`src/hdl/htsr_pkg.sv`:
```
// ============================================================================
// htsr_pkg
// Shared types, character codes and helpers for the HTML tag segment
// recognizer.
// ============================================================================
package htsr_pkg;

   // Default longest segment, in bytes
   localparam int MAX_SEGMENT_LEN_DEF = 4096;

   // Fixed widths of the result fields
   localparam int LEN_W = 13;
   localparam int OFS_W = 12;

   // Character codes
   localparam logic [7:0] CHAR_GT        = 8'h3E;  // '>'
   localparam logic [7:0] CHAR_LT        = 8'h3C;  // '<'
   localparam logic [7:0] CHAR_SLASH     = 8'h2F;  // '/'
   localparam logic [7:0] CHAR_CASE_BIT  = 8'h20;  // folds upper case to lower
   localparam logic [7:0] CHAR_LOWER_A   = 8'h61;
   localparam logic [7:0] CHAR_LOWER_Z   = 8'h7A;
   localparam logic [7:0] CHAR_SPACE     = 8'h20;
   localparam logic [7:0] CHAR_TAB       = 8'h09;
   localparam logic [7:0] CHAR_LF        = 8'h0A;
   localparam logic [7:0] CHAR_VT        = 8'h0B;
   localparam logic [7:0] CHAR_FF        = 8'h0C;
   localparam logic [7:0] CHAR_CR        = 8'h0D;

   // Parse phase
   typedef enum logic [2:0] {
      PH_START,
      PH_NAME_FIRST,
      PH_NAME,
      PH_ATTRS,
      PH_TRAIL,
      PH_FAIL
   } phase_type;

   // Phase and single-bit flags of the parser
   typedef struct packed {
      phase_type phase;
      logic      leading_slash;
      logic      ended_self_closed;
      logic      attr_seen;
      logic      slash_waiting;
   } flags_type;

   // One result item
   typedef struct packed {
      logic             matched;
      logic             closing_tag;
      logic             slash_close;
      logic [LEN_W-1:0] name_length;
      logic             attrs_present;
      logic [OFS_W-1:0] attrs_offset;
      logic [LEN_W-1:0] attrs_length;
      logic [LEN_W-1:0] trail_offset;
      logic [LEN_W-1:0] trail_length;
   } result_type;

   localparam flags_type FLAGS_RESET = '{
      phase:             PH_START,
      leading_slash:     1'b0,
      ended_self_closed: 1'b0,
      attr_seen:         1'b0,
      slash_waiting:     1'b0
   };

   function automatic logic is_letter(input logic [7:0] b);
      logic [7:0] lc;
      lc = b | CHAR_CASE_BIT;
      return (lc >= CHAR_LOWER_A) && (lc <= CHAR_LOWER_Z);
   endfunction

   function automatic logic is_space(input logic [7:0] b);
      return b inside {CHAR_SPACE, CHAR_TAB, CHAR_LF, CHAR_VT, CHAR_FF, CHAR_CR};
   endfunction

endpackage

```
`src/hdl/htsr_req_if.sv`:
```
// ============================================================================
// htsr_req_if
// Byte channel into the recognizer: at most one segment byte per transfer.
// ============================================================================
interface htsr_req_if;
   logic       valid;
   logic       ready;
   logic [7:0] data_byte;
   logic       byte_valid;
   logic       segment_end;

   modport source (
      output valid, data_byte, byte_valid, segment_end,
      input  ready
   );

   modport sink (
      input  valid, data_byte, byte_valid, segment_end,
      output ready
   );
endinterface

```
`src/hdl/htsr_rsp_if.sv`:
```
// ============================================================================
// htsr_rsp_if
// Result channel out of the recognizer: one segment summary per transfer.
// ============================================================================
interface htsr_rsp_if;
   logic                       valid;
   logic                       ready;
   logic                       matched;
   logic                       closing_tag;
   logic                       slash_close;
   logic [htsr_pkg::LEN_W-1:0] name_length;
   logic                       attrs_present;
   logic [htsr_pkg::OFS_W-1:0] attrs_offset;
   logic [htsr_pkg::LEN_W-1:0] attrs_length;
   logic [htsr_pkg::LEN_W-1:0] trail_offset;
   logic [htsr_pkg::LEN_W-1:0] trail_length;

   modport source (
      output valid, matched, closing_tag, slash_close, name_length,
             attrs_present, attrs_offset, attrs_length, trail_offset,
             trail_length,
      input  ready
   );

   modport sink (
      input  valid, matched, closing_tag, slash_close, name_length,
             attrs_present, attrs_offset, attrs_length, trail_offset,
             trail_length,
      output ready
   );
endinterface

```
`src/hdl/htsr_step.sv`:
```
// ============================================================================
// htsr_step
// Combinational parser step: advances the parse state by one byte and forms
// the segment summary from the advanced state.
// ============================================================================
module htsr_step #(
   parameter int MAX_SEGMENT_LEN = htsr_pkg::MAX_SEGMENT_LEN_DEF,
   localparam int POS_W = $clog2(MAX_SEGMENT_LEN + 1)
) (
   input  htsr_pkg::flags_type  flags,
   input  logic [POS_W-1:0]     position,
   input  logic [POS_W-1:0]     name_count,
   input  logic [POS_W-1:0]     attr_start,
   input  logic [POS_W-1:0]     trail_start,
   input  logic [7:0]           data_byte,
   input  logic                 byte_valid,
   output htsr_pkg::flags_type  flags_nxt,
   output logic [POS_W-1:0]     position_nxt,
   output logic [POS_W-1:0]     name_count_nxt,
   output logic [POS_W-1:0]     attr_start_nxt,
   output logic [POS_W-1:0]     trail_start_nxt,
   output htsr_pkg::result_type result
);

   localparam int CALC_W = (POS_W > htsr_pkg::LEN_W) ? POS_W : htsr_pkg::LEN_W;

   logic             is_gt;
   logic             is_slash;
   logic [POS_W-1:0] pos_next;

   assign is_gt    = (data_byte == htsr_pkg::CHAR_GT);
   assign is_slash = (data_byte == htsr_pkg::CHAR_SLASH);
   assign pos_next = position + POS_W'(1);

   // Next state
   always_comb begin
      flags_nxt       = flags;
      position_nxt    = position;
      name_count_nxt  = name_count;
      attr_start_nxt  = attr_start;
      trail_start_nxt = trail_start;

      if (byte_valid && (flags.phase != htsr_pkg::PH_FAIL)) begin
         if (position == POS_W'(MAX_SEGMENT_LEN)) begin
            flags_nxt.phase = htsr_pkg::PH_FAIL;
         end else begin
            position_nxt = pos_next;
            case (flags.phase)
               htsr_pkg::PH_START: begin
                  if (is_slash) begin
                     flags_nxt.leading_slash = 1'b1;
                     flags_nxt.phase         = htsr_pkg::PH_NAME_FIRST;
                  end else if (htsr_pkg::is_letter(data_byte)) begin
                     name_count_nxt  = POS_W'(1);
                     flags_nxt.phase = htsr_pkg::PH_NAME;
                  end else begin
                     flags_nxt.phase = htsr_pkg::PH_FAIL;
                  end
               end
               htsr_pkg::PH_NAME_FIRST: begin
                  if (htsr_pkg::is_letter(data_byte)) begin
                     name_count_nxt  = POS_W'(1);
                     flags_nxt.phase = htsr_pkg::PH_NAME;
                  end else begin
                     flags_nxt.phase = htsr_pkg::PH_FAIL;
                  end
               end
               htsr_pkg::PH_NAME: begin
                  if (flags.slash_waiting) begin
                     flags_nxt.slash_waiting = 1'b0;
                     if (is_gt) begin
                        flags_nxt.ended_self_closed = 1'b1;
                        trail_start_nxt             = pos_next;
                        flags_nxt.phase             = htsr_pkg::PH_TRAIL;
                     end else begin
                        // the span opens at the held slash
                        flags_nxt.attr_seen = 1'b1;
                        attr_start_nxt      = position - POS_W'(1);
                        flags_nxt.phase     = htsr_pkg::PH_ATTRS;
                        if (is_slash) begin
                           flags_nxt.slash_waiting = 1'b1;
                        end
                     end
                  end else if (is_gt) begin
                     trail_start_nxt = pos_next;
                     flags_nxt.phase = htsr_pkg::PH_TRAIL;
                  end else if (is_slash) begin
                     flags_nxt.slash_waiting = 1'b1;
                  end else if (htsr_pkg::is_space(data_byte)) begin
                     flags_nxt.attr_seen = 1'b1;
                     attr_start_nxt      = position;
                     flags_nxt.phase     = htsr_pkg::PH_ATTRS;
                  end else begin
                     name_count_nxt = name_count + POS_W'(1);
                  end
               end
               htsr_pkg::PH_ATTRS: begin
                  flags_nxt.slash_waiting = 1'b0;
                  if (is_gt) begin
                     flags_nxt.ended_self_closed = flags.slash_waiting;
                     trail_start_nxt             = pos_next;
                     flags_nxt.phase             = htsr_pkg::PH_TRAIL;
                  end else if (is_slash) begin
                     flags_nxt.slash_waiting = 1'b1;
                  end
               end
               htsr_pkg::PH_TRAIL: begin
                  if (data_byte == htsr_pkg::CHAR_LT) begin
                     flags_nxt.phase = htsr_pkg::PH_FAIL;
                  end
               end
               default: begin
                  flags_nxt.phase = htsr_pkg::PH_FAIL;
               end
            endcase
         end
      end
   end

   // Segment summary from the advanced state
   logic [POS_W-1:0]  close_len;
   logic [POS_W-1:0]  attr_span_len;
   logic [POS_W-1:0]  trail_len;
   logic [CALC_W-1:0] name_wide;
   logic [CALC_W-1:0] attr_ofs_wide;
   logic [CALC_W-1:0] attr_len_wide;
   logic [CALC_W-1:0] trail_ofs_wide;
   logic [CALC_W-1:0] trail_len_wide;

   always_comb begin
      close_len      = flags_nxt.ended_self_closed ? POS_W'(2) : POS_W'(1);
      attr_span_len  = trail_start_nxt - close_len - attr_start_nxt;
      trail_len      = position_nxt - trail_start_nxt;
      name_wide      = CALC_W'(name_count_nxt);
      attr_ofs_wide  = CALC_W'(attr_start_nxt);
      attr_len_wide  = CALC_W'(attr_span_len);
      trail_ofs_wide = CALC_W'(trail_start_nxt);
      trail_len_wide = CALC_W'(trail_len);

      result = '0;
      if (flags_nxt.phase == htsr_pkg::PH_TRAIL) begin
         result.matched      = 1'b1;
         result.closing_tag  = flags_nxt.leading_slash;
         result.slash_close  = flags_nxt.ended_self_closed;
         result.name_length  = name_wide[htsr_pkg::LEN_W-1:0];
         if (flags_nxt.attr_seen) begin
            result.attrs_present = 1'b1;
            result.attrs_offset  = attr_ofs_wide[htsr_pkg::OFS_W-1:0];
            result.attrs_length  = attr_len_wide[htsr_pkg::LEN_W-1:0];
         end
         result.trail_offset = trail_ofs_wide[htsr_pkg::LEN_W-1:0];
         result.trail_length = trail_len_wide[htsr_pkg::LEN_W-1:0];
      end
   end

endmodule

```
`src/hdl/html_tag_segment_recognizer.sv`:
```
// ============================================================================
// html_tag_segment_recognizer
// Checks the bytes after a '<' against the tag pattern and reports one
// summary per segment: match, closing and self-closing flags, name,
// attribute and trailing-text spans.
// ============================================================================
//
//  channel       | direction | moves
//  --------------+-----------+----------------------------------------------
//  req_channel   | in        | one segment byte, byte-present flag, end mark
//  rsp_channel   | out       | one segment summary per end-marked transfer
//
//  One byte per cycle unless stalled; a new transfer may be taken in every
//  cycle. One pass of the step logic advances the parse counters and flags.
//  A summary appears on rsp_channel the cycle after its end-marked transfer.
//  req_channel.ready drops only while a summary is held and rsp_channel is
//  stalled, and is high again in the cycle the summary drains.
//  Reset (synchronous, active high) restarts the parse and empties the output.
//
module html_tag_segment_recognizer #(
   parameter int MAX_SEGMENT_LEN = htsr_pkg::MAX_SEGMENT_LEN_DEF
) (
   input logic        clock,
   input logic        reset,
   htsr_req_if.sink   req_channel,
   htsr_rsp_if.source rsp_channel
);

   localparam int POS_W = $clog2(MAX_SEGMENT_LEN + 1);

   // Parse state
   htsr_pkg::flags_type flags_ff, flags_in;
   logic [POS_W-1:0]    position_ff, position_in;
   logic [POS_W-1:0]    name_count_ff, name_count_in;
   logic [POS_W-1:0]    attr_start_ff, attr_start_in;
   logic [POS_W-1:0]    trail_start_ff, trail_start_in;

   // Step outputs
   htsr_pkg::flags_type  flags_nxt;
   logic [POS_W-1:0]     position_nxt;
   logic [POS_W-1:0]     name_count_nxt;
   logic [POS_W-1:0]     attr_start_nxt;
   logic [POS_W-1:0]     trail_start_nxt;
   htsr_pkg::result_type step_result;

   // Output register
   logic                 rsp_valid_ff, rsp_valid_in;
   htsr_pkg::result_type result_ff, result_in;

   logic req_xfer;
   logic seg_done;

   // Take a byte whenever the output register is free or draining this cycle
   assign req_channel.ready = !rsp_valid_ff || rsp_channel.ready;
   assign req_xfer          = req_channel.valid && req_channel.ready;
   assign seg_done          = req_xfer && req_channel.segment_end;

   htsr_step #(
      .MAX_SEGMENT_LEN (MAX_SEGMENT_LEN)
   ) u_step (
      .flags           (flags_ff),
      .position        (position_ff),
      .name_count      (name_count_ff),
      .attr_start      (attr_start_ff),
      .trail_start     (trail_start_ff),
      .data_byte       (req_channel.data_byte),
      .byte_valid      (req_channel.byte_valid),
      .flags_nxt       (flags_nxt),
      .position_nxt    (position_nxt),
      .name_count_nxt  (name_count_nxt),
      .attr_start_nxt  (attr_start_nxt),
      .trail_start_nxt (trail_start_nxt),
      .result          (step_result)
   );

   // Advance the parse state on a transfer; clear it when the segment ends
   always_comb begin
      flags_in       = flags_ff;
      position_in    = position_ff;
      name_count_in  = name_count_ff;
      attr_start_in  = attr_start_ff;
      trail_start_in = trail_start_ff;
      if (seg_done) begin
         flags_in       = htsr_pkg::FLAGS_RESET;
         position_in    = '0;
         name_count_in  = '0;
         attr_start_in  = '0;
         trail_start_in = '0;
      end else if (req_xfer) begin
         flags_in       = flags_nxt;
         position_in    = position_nxt;
         name_count_in  = name_count_nxt;
         attr_start_in  = attr_start_nxt;
         trail_start_in = trail_start_nxt;
      end
   end

   // Load the summary on the end-marked transfer; drop it once taken
   always_comb begin
      rsp_valid_in = rsp_valid_ff;
      result_in    = result_ff;
      if (seg_done) begin
         rsp_valid_in = 1'b1;
         result_in    = step_result;
      end else if (rsp_channel.ready) begin
         rsp_valid_in = 1'b0;
      end
   end

   always_ff @(posedge clock) begin
      if (reset) begin
         flags_ff       <= htsr_pkg::FLAGS_RESET;
         position_ff    <= '0;
         name_count_ff  <= '0;
         attr_start_ff  <= '0;
         trail_start_ff <= '0;
         rsp_valid_ff   <= 1'b0;
      end else begin
         flags_ff       <= flags_in;
         position_ff    <= position_in;
         name_count_ff  <= name_count_in;
         attr_start_ff  <= attr_start_in;
         trail_start_ff <= trail_start_in;
         rsp_valid_ff   <= rsp_valid_in;
      end
   end

   // Summary payload needs no reset
   always_ff @(posedge clock) begin
      result_ff <= result_in;
   end

   assign rsp_channel.valid         = rsp_valid_ff;
   assign rsp_channel.matched       = result_ff.matched;
   assign rsp_channel.closing_tag   = result_ff.closing_tag;
   assign rsp_channel.slash_close   = result_ff.slash_close;
   assign rsp_channel.name_length   = result_ff.name_length;
   assign rsp_channel.attrs_present = result_ff.attrs_present;
   assign rsp_channel.attrs_offset  = result_ff.attrs_offset;
   assign rsp_channel.attrs_length  = result_ff.attrs_length;
   assign rsp_channel.trail_offset  = result_ff.trail_offset;
   assign rsp_channel.trail_length  = result_ff.trail_length;

endmodule

```
`src/flat_wrapper.sv`:
```
// flat-port wrapper written by rule: the top's interface ports become plain ports
module html_tag_segment_recognizer_flat 
#(
   parameter int MAX_SEGMENT_LEN = htsr_pkg::MAX_SEGMENT_LEN_DEF
)
  (clock, reset, req_channel_valid, req_channel_data_byte, req_channel_byte_valid, req_channel_segment_end, req_channel_ready, rsp_channel_valid, rsp_channel_matched, rsp_channel_closing_tag, rsp_channel_slash_close, rsp_channel_name_length, rsp_channel_attrs_present, rsp_channel_attrs_offset, rsp_channel_attrs_length, rsp_channel_trail_offset, rsp_channel_trail_length, rsp_channel_ready);
  htsr_req_if req_channel_i ();
  htsr_rsp_if rsp_channel_i ();
  input logic clock;
  input logic reset;
  input wire logic [$bits(req_channel_i.valid)-1:0] req_channel_valid;
  input wire logic [$bits(req_channel_i.data_byte)-1:0] req_channel_data_byte;
  input wire logic [$bits(req_channel_i.byte_valid)-1:0] req_channel_byte_valid;
  input wire logic [$bits(req_channel_i.segment_end)-1:0] req_channel_segment_end;
  output wire logic [$bits(req_channel_i.ready)-1:0] req_channel_ready;
  output wire logic [$bits(rsp_channel_i.valid)-1:0] rsp_channel_valid;
  output wire logic [$bits(rsp_channel_i.matched)-1:0] rsp_channel_matched;
  output wire logic [$bits(rsp_channel_i.closing_tag)-1:0] rsp_channel_closing_tag;
  output wire logic [$bits(rsp_channel_i.slash_close)-1:0] rsp_channel_slash_close;
  output wire logic [$bits(rsp_channel_i.name_length)-1:0] rsp_channel_name_length;
  output wire logic [$bits(rsp_channel_i.attrs_present)-1:0] rsp_channel_attrs_present;
  output wire logic [$bits(rsp_channel_i.attrs_offset)-1:0] rsp_channel_attrs_offset;
  output wire logic [$bits(rsp_channel_i.attrs_length)-1:0] rsp_channel_attrs_length;
  output wire logic [$bits(rsp_channel_i.trail_offset)-1:0] rsp_channel_trail_offset;
  output wire logic [$bits(rsp_channel_i.trail_length)-1:0] rsp_channel_trail_length;
  input wire logic [$bits(rsp_channel_i.ready)-1:0] rsp_channel_ready;
  assign req_channel_i.valid = req_channel_valid;
  assign req_channel_i.data_byte = req_channel_data_byte;
  assign req_channel_i.byte_valid = req_channel_byte_valid;
  assign req_channel_i.segment_end = req_channel_segment_end;
  assign req_channel_ready = req_channel_i.ready;
  assign rsp_channel_valid = rsp_channel_i.valid;
  assign rsp_channel_matched = rsp_channel_i.matched;
  assign rsp_channel_closing_tag = rsp_channel_i.closing_tag;
  assign rsp_channel_slash_close = rsp_channel_i.slash_close;
  assign rsp_channel_name_length = rsp_channel_i.name_length;
  assign rsp_channel_attrs_present = rsp_channel_i.attrs_present;
  assign rsp_channel_attrs_offset = rsp_channel_i.attrs_offset;
  assign rsp_channel_attrs_length = rsp_channel_i.attrs_length;
  assign rsp_channel_trail_offset = rsp_channel_i.trail_offset;
  assign rsp_channel_trail_length = rsp_channel_i.trail_length;
  assign rsp_channel_i.ready = rsp_channel_ready;
  html_tag_segment_recognizer #(.MAX_SEGMENT_LEN(MAX_SEGMENT_LEN)) u_core (.clock(clock), .reset(reset), .req_channel(req_channel_i), .rsp_channel(rsp_channel_i));
endmodule
```
`config.mk`:
```
export PLATFORM = sky130hd
export DESIGN_NAME = html_tag_segment_recognizer_flat
export DESIGN_NICKNAME = d
export VERILOG_FILES = /design/src/hdl/htsr_pkg.sv /design/src/hdl/htsr_req_if.sv /design/src/hdl/htsr_rsp_if.sv /design/src/hdl/htsr_step.sv /design/src/hdl/html_tag_segment_recognizer.sv /design/src/flat_wrapper.sv
export SDC_FILE = /design/constraint.sdc
export NUM_CORES = 1
export LEC_CHECK = 0
export BUFFER_PORTS_ARGS = -buffer_cell sky130_fd_sc_hd__buf_4
export CORE_MARGIN = 3
export CORE_UTILIZATION = 50
export CTS_CLUSTER_DIAMETER = 120
export DETAILED_ROUTE_END_ITERATION = 7
export GPL_TIMING_DRIVEN = 1
export HOLD_SLACK_MARGIN = 0.03
export PLACE_DENSITY = 0.7
export SYNTH_ARGS = -nofsm -noshare
export SYNTH_HDL_FRONTEND = slang
export SYNTH_SLANG_ARGS = --single-unit
```
`constraint.sdc`:
```
create_clock -name clock -period 5.7 [get_ports clock]
set_input_delay 0 -clock clock [delete_from_list [all_inputs] [get_ports clock]]
set_output_delay 0 -clock clock [all_outputs]
set_load 0.05 [all_outputs]
```
==> results.txt <==
Synth Net Count = 945
share of cells above drive strength 1 = 0.154
clk sinks = 128
Logic pwr share = 0.121
first-pass GRT wire length = 32200 um
Buf/Inv on CP = 2
GRT Util Overall = 0.244
clock root buffer = clkbuf_16
via-per-instance ratio = 5.82
final weighted congestion in routability-driven placement = 0.895
Post-synth EDFFs = 68
Net Sw Frac = 0.274
Syn Inst Count = 891
Final Setup Violations = 0
cell area after synthesis = 7720 um^2
Die Y = 130 um
initial antenna violation count = 0
number of max-cap violations = 0
Yosys reg bits = 128
H-tree levels = 4
worst-margin pin slew = 1.02 ns
Setup CP Type = reg -> reg
TritonCTS buffer count = 17
synth warn = 0
Detailed Place HPWL = 14600 um
fmax = 197 MHz
most common cell after layout, fill and taps aside = nor2_1
Row Count = 44
crit-path max cell delay = 0.57 ns
Avg Cell Area, Syn = 8.66 um^2
core region area = 14800 um^2
Crit-path slowest cell = or4_1
die footprint = 17000 um^2
Yosys cell types = 72
launching point of the worst reg2reg path = u_core.position_ff[0]
Worst setup SP type = flip-flop
reg2reg setup slack = 0.62 ns
HP Start = req_channel_data_byte[6]
Worst Path Required = 5.87 ns
most common flop cell mapped by yosys = edfxtp_1
leakage power = 0.00345 uW
CP cell instances = inv_1, ha_1, or3b_1, or4_1, nand3_1, a21oi_1, nor2_1, a21oi_1, ha_1, inv_1, fa_1, a21o_1, a21oi_1, o21bai_1, a21oi_1, o21a_1, o21ai_0, xnor2_1, nor2_1
DRT iter0 DRCs = 569
fin crit share = 0.891
Worst Clk Skew = 0.00725 ns
largest net degree at the start of global routing = 70
sequential area share after synthesis = 0.420
pwr dens = 256 nW/um^2
vias in the first global route = 6157
Crit path top cell by count = a21oi_1
Async S/R FF share, synth = 0
Crit path max-delay family = simple AND/OR/NAND/NOR gates
FF-to-FF path depth = 19
Port Buffers = 83
Synth area leader = edfxtp_1
status = finished, final reports clean
antenna cells = 0
commonest non-fill, non-tap cells in the layout = nor2_1, buf_4, nand2_1, a21oi_1, edfxtp_1
RSZ-0062 raised after global routing = false
synth top area cells = edfxtp_1, dfxtp_1, nor2_1
switching pwr = 635 uW
Avg WL per Cell = 17.6 um
Clock power frac = 0.446
Hold Path Sink = u_core.flags_ff[3]
crit-path max FO = 13
latest clock arrival within the worst-skew pair = 0.42 ns
hold crit path type = in -> reg
gr ovfl total = 0
internal power = 1680 uW
die extent in x = 130 um
setup_tns = 0 ns
sequential power share = 0.433
Reg2Reg Capture Point = u_core.rsp_channel.attrs_length[12]
DRC violations left = 0
Syn-to-layout area delta = 17.0%
TritonCTS clock tree = done
via count = 6711
final net count = 1011
Slew Limit Headroom = 0.318
I/O pin total = 84
Hold Vio Cnt, Final = 0
1st-pass router iterations = 6
Tmin final = 5.08 ns
Initial Utilization = 0.521
clock slew at reported path FFs = 0.06 ns
Crit. End Element = flip-flop
Post-Route WL = 20300 um
CTS Buffer Depth = 2
Routed Antenna Nets = 0
Final Slew Violations = 0
Cells on Worst Hold Path = 5
Worst EP arrival = 5.25 ns
VDD IR max = 0.191 mV
Yosys top cell area share = 0.265
Hold Slack = 0.0827 ns
postcts setup bufs = 0
## state kept, by name, summed over array words and instances, names as in the netlist, 7 cells and up
name / flops
u_core.trail_start_ff: 13
u_core.name_count_ff: 13
u_core.attr_start_ff: 13
u_core.position_ff: 13
u_core.rsp_channel.attrs_length: 13
u_core.rsp_channel.attrs_offset: 12
u_core.rsp_channel.trail_length: 13
u_core.rsp_channel.name_length: 13
u_core.flags_ff: 7
u_core.rsp_channel.trail_offset: 13
## routing by layer
layer	vias to the layer above	wire (um)	global-route usage
met2	258	9010	0.371
met4	0	228	0.0642
met5	-	0	0
met3	21	1630	0.0516
met1	3171	9440	0.355
li1	3261	-	-
## kinds of logic (layout without fill, tap and decap cells)
| kind of cell | after synthesis | in the layout | share of synthesized area |
|---|---|---|---|
| xor+xnor | 56 | 56 | 0.0635 |
| fa+ha+maj | 40 | 40 | 0.0677 |
| simple gates | 358 | 358 | 0.220 |
| mux | 4 | 4 | 0.00551 |
| compound gates | 209 | 209 | 0.172 |
| flops | 128 | 128 | 0.420 |
| buf+inv | 96 | 175 | 0.0512 |
## synthesized netlist by cell type (8+ instances only)
cell	instances
nor2_1	137
a21oi_1	89
nand2_1	89
edfxtp_1	68
dfxtp_1	60
inv_1	44
ha_1	37
clkbuf_1	34
o21ai_0	33
xnor2_1	32
and2_1	28
nor3_1	27
xor2_1	24
nand3_1	15
nand2b_1	12
a311oi_1	9
o21a_1	8
## metrics by stage
step	util	area, um^2	power (uW)	worst slack [ns]	cells
detailed placement	0.570	8440	1300	0.797	1119
finish	0.610	9030	2310	0.621	1154
global placement	0.570	8440	1290	0.898	1119
floorplan	-	7720	1220	1.00	891
CTS	0.610	9030	2320	0.736	1154
global route	0.610	9030	2380	0.281	1154
## worst max path at each step
| stage | to | start | depth (start not counted) | slack, ns |
|---|---|---|---|---|
| after floorplan | u_core.rsp_channel.attrs_length[12] | u_core.position_ff[0] | 20 | 1.00 |
| after global placement | u_core.rsp_channel.attrs_length[9] | u_core.position_ff[0] | 18 | 0.90 |
| after detailed placement | u_core.rsp_channel.attrs_length[12] | u_core.position_ff[0] | 19 | 0.80 |
| after CTS | u_core.rsp_channel.attrs_length[12] | u_core.position_ff[0] | 19 | 0.74 |
| after global routing | u_core.rsp_channel.attrs_length[12] | u_core.position_ff[0] | 19 | 0.28 |
| final | u_core.rsp_channel.attrs_length[12] | u_core.position_ff[0] | 19 | 0.62 |
## final cells by class
class,count,area (um^2)
Tap cell,184,230
Clock buffer,17,425
Inverter,45,169
Fill cell,1308,5780
Sequential cell,128,3240
Clock inverter,15,136
Timing Repair Buffer,98,743
Multi-Input combinational cell,667,4080
## repair_timing
| item | 4_1_cts | 5_1_grt |
|---|---|---|
| setup endpoints to repair | 0 | 0 |
| hold buffers | 3 | 0 |
| endpoints found under the hold margin | 6 | 0 |
| gates resized for setup | 0 | 0 |
## worst register-to-register path, stage by stage, from the launching register on
cell      delay [ns]
dfxtp_1         0.39
inv_1           0.13
ha_1            0.20
or3b_1          0.44
or4_1           0.57
nand3_1         0.49
a21oi_1         0.18
nor2_1          0.14
a21oi_1         0.09
ha_1            0.32
inv_1           0.07
fa_1            0.43
a21o_1          0.18
a21oi_1         0.25
o21bai_1        0.09
a21oi_1         0.29
o21a_1          0.22
o21ai_0         0.14
xnor2_1         0.16
nor2_1          0.05
## power groups by stage
stage          sequential, uW  combinational [uW]  clock, uW
2_1_floorplan            1080                 137          0
3_3_place_gp             1020                 272          0
3_5_place_dp             1020                 275          0
4_1_cts                  1000                 278       1040
5_1_grt                  1010                 301       1070
6_report                 1000                 280       1030
(Power assumes the default switching activity.)
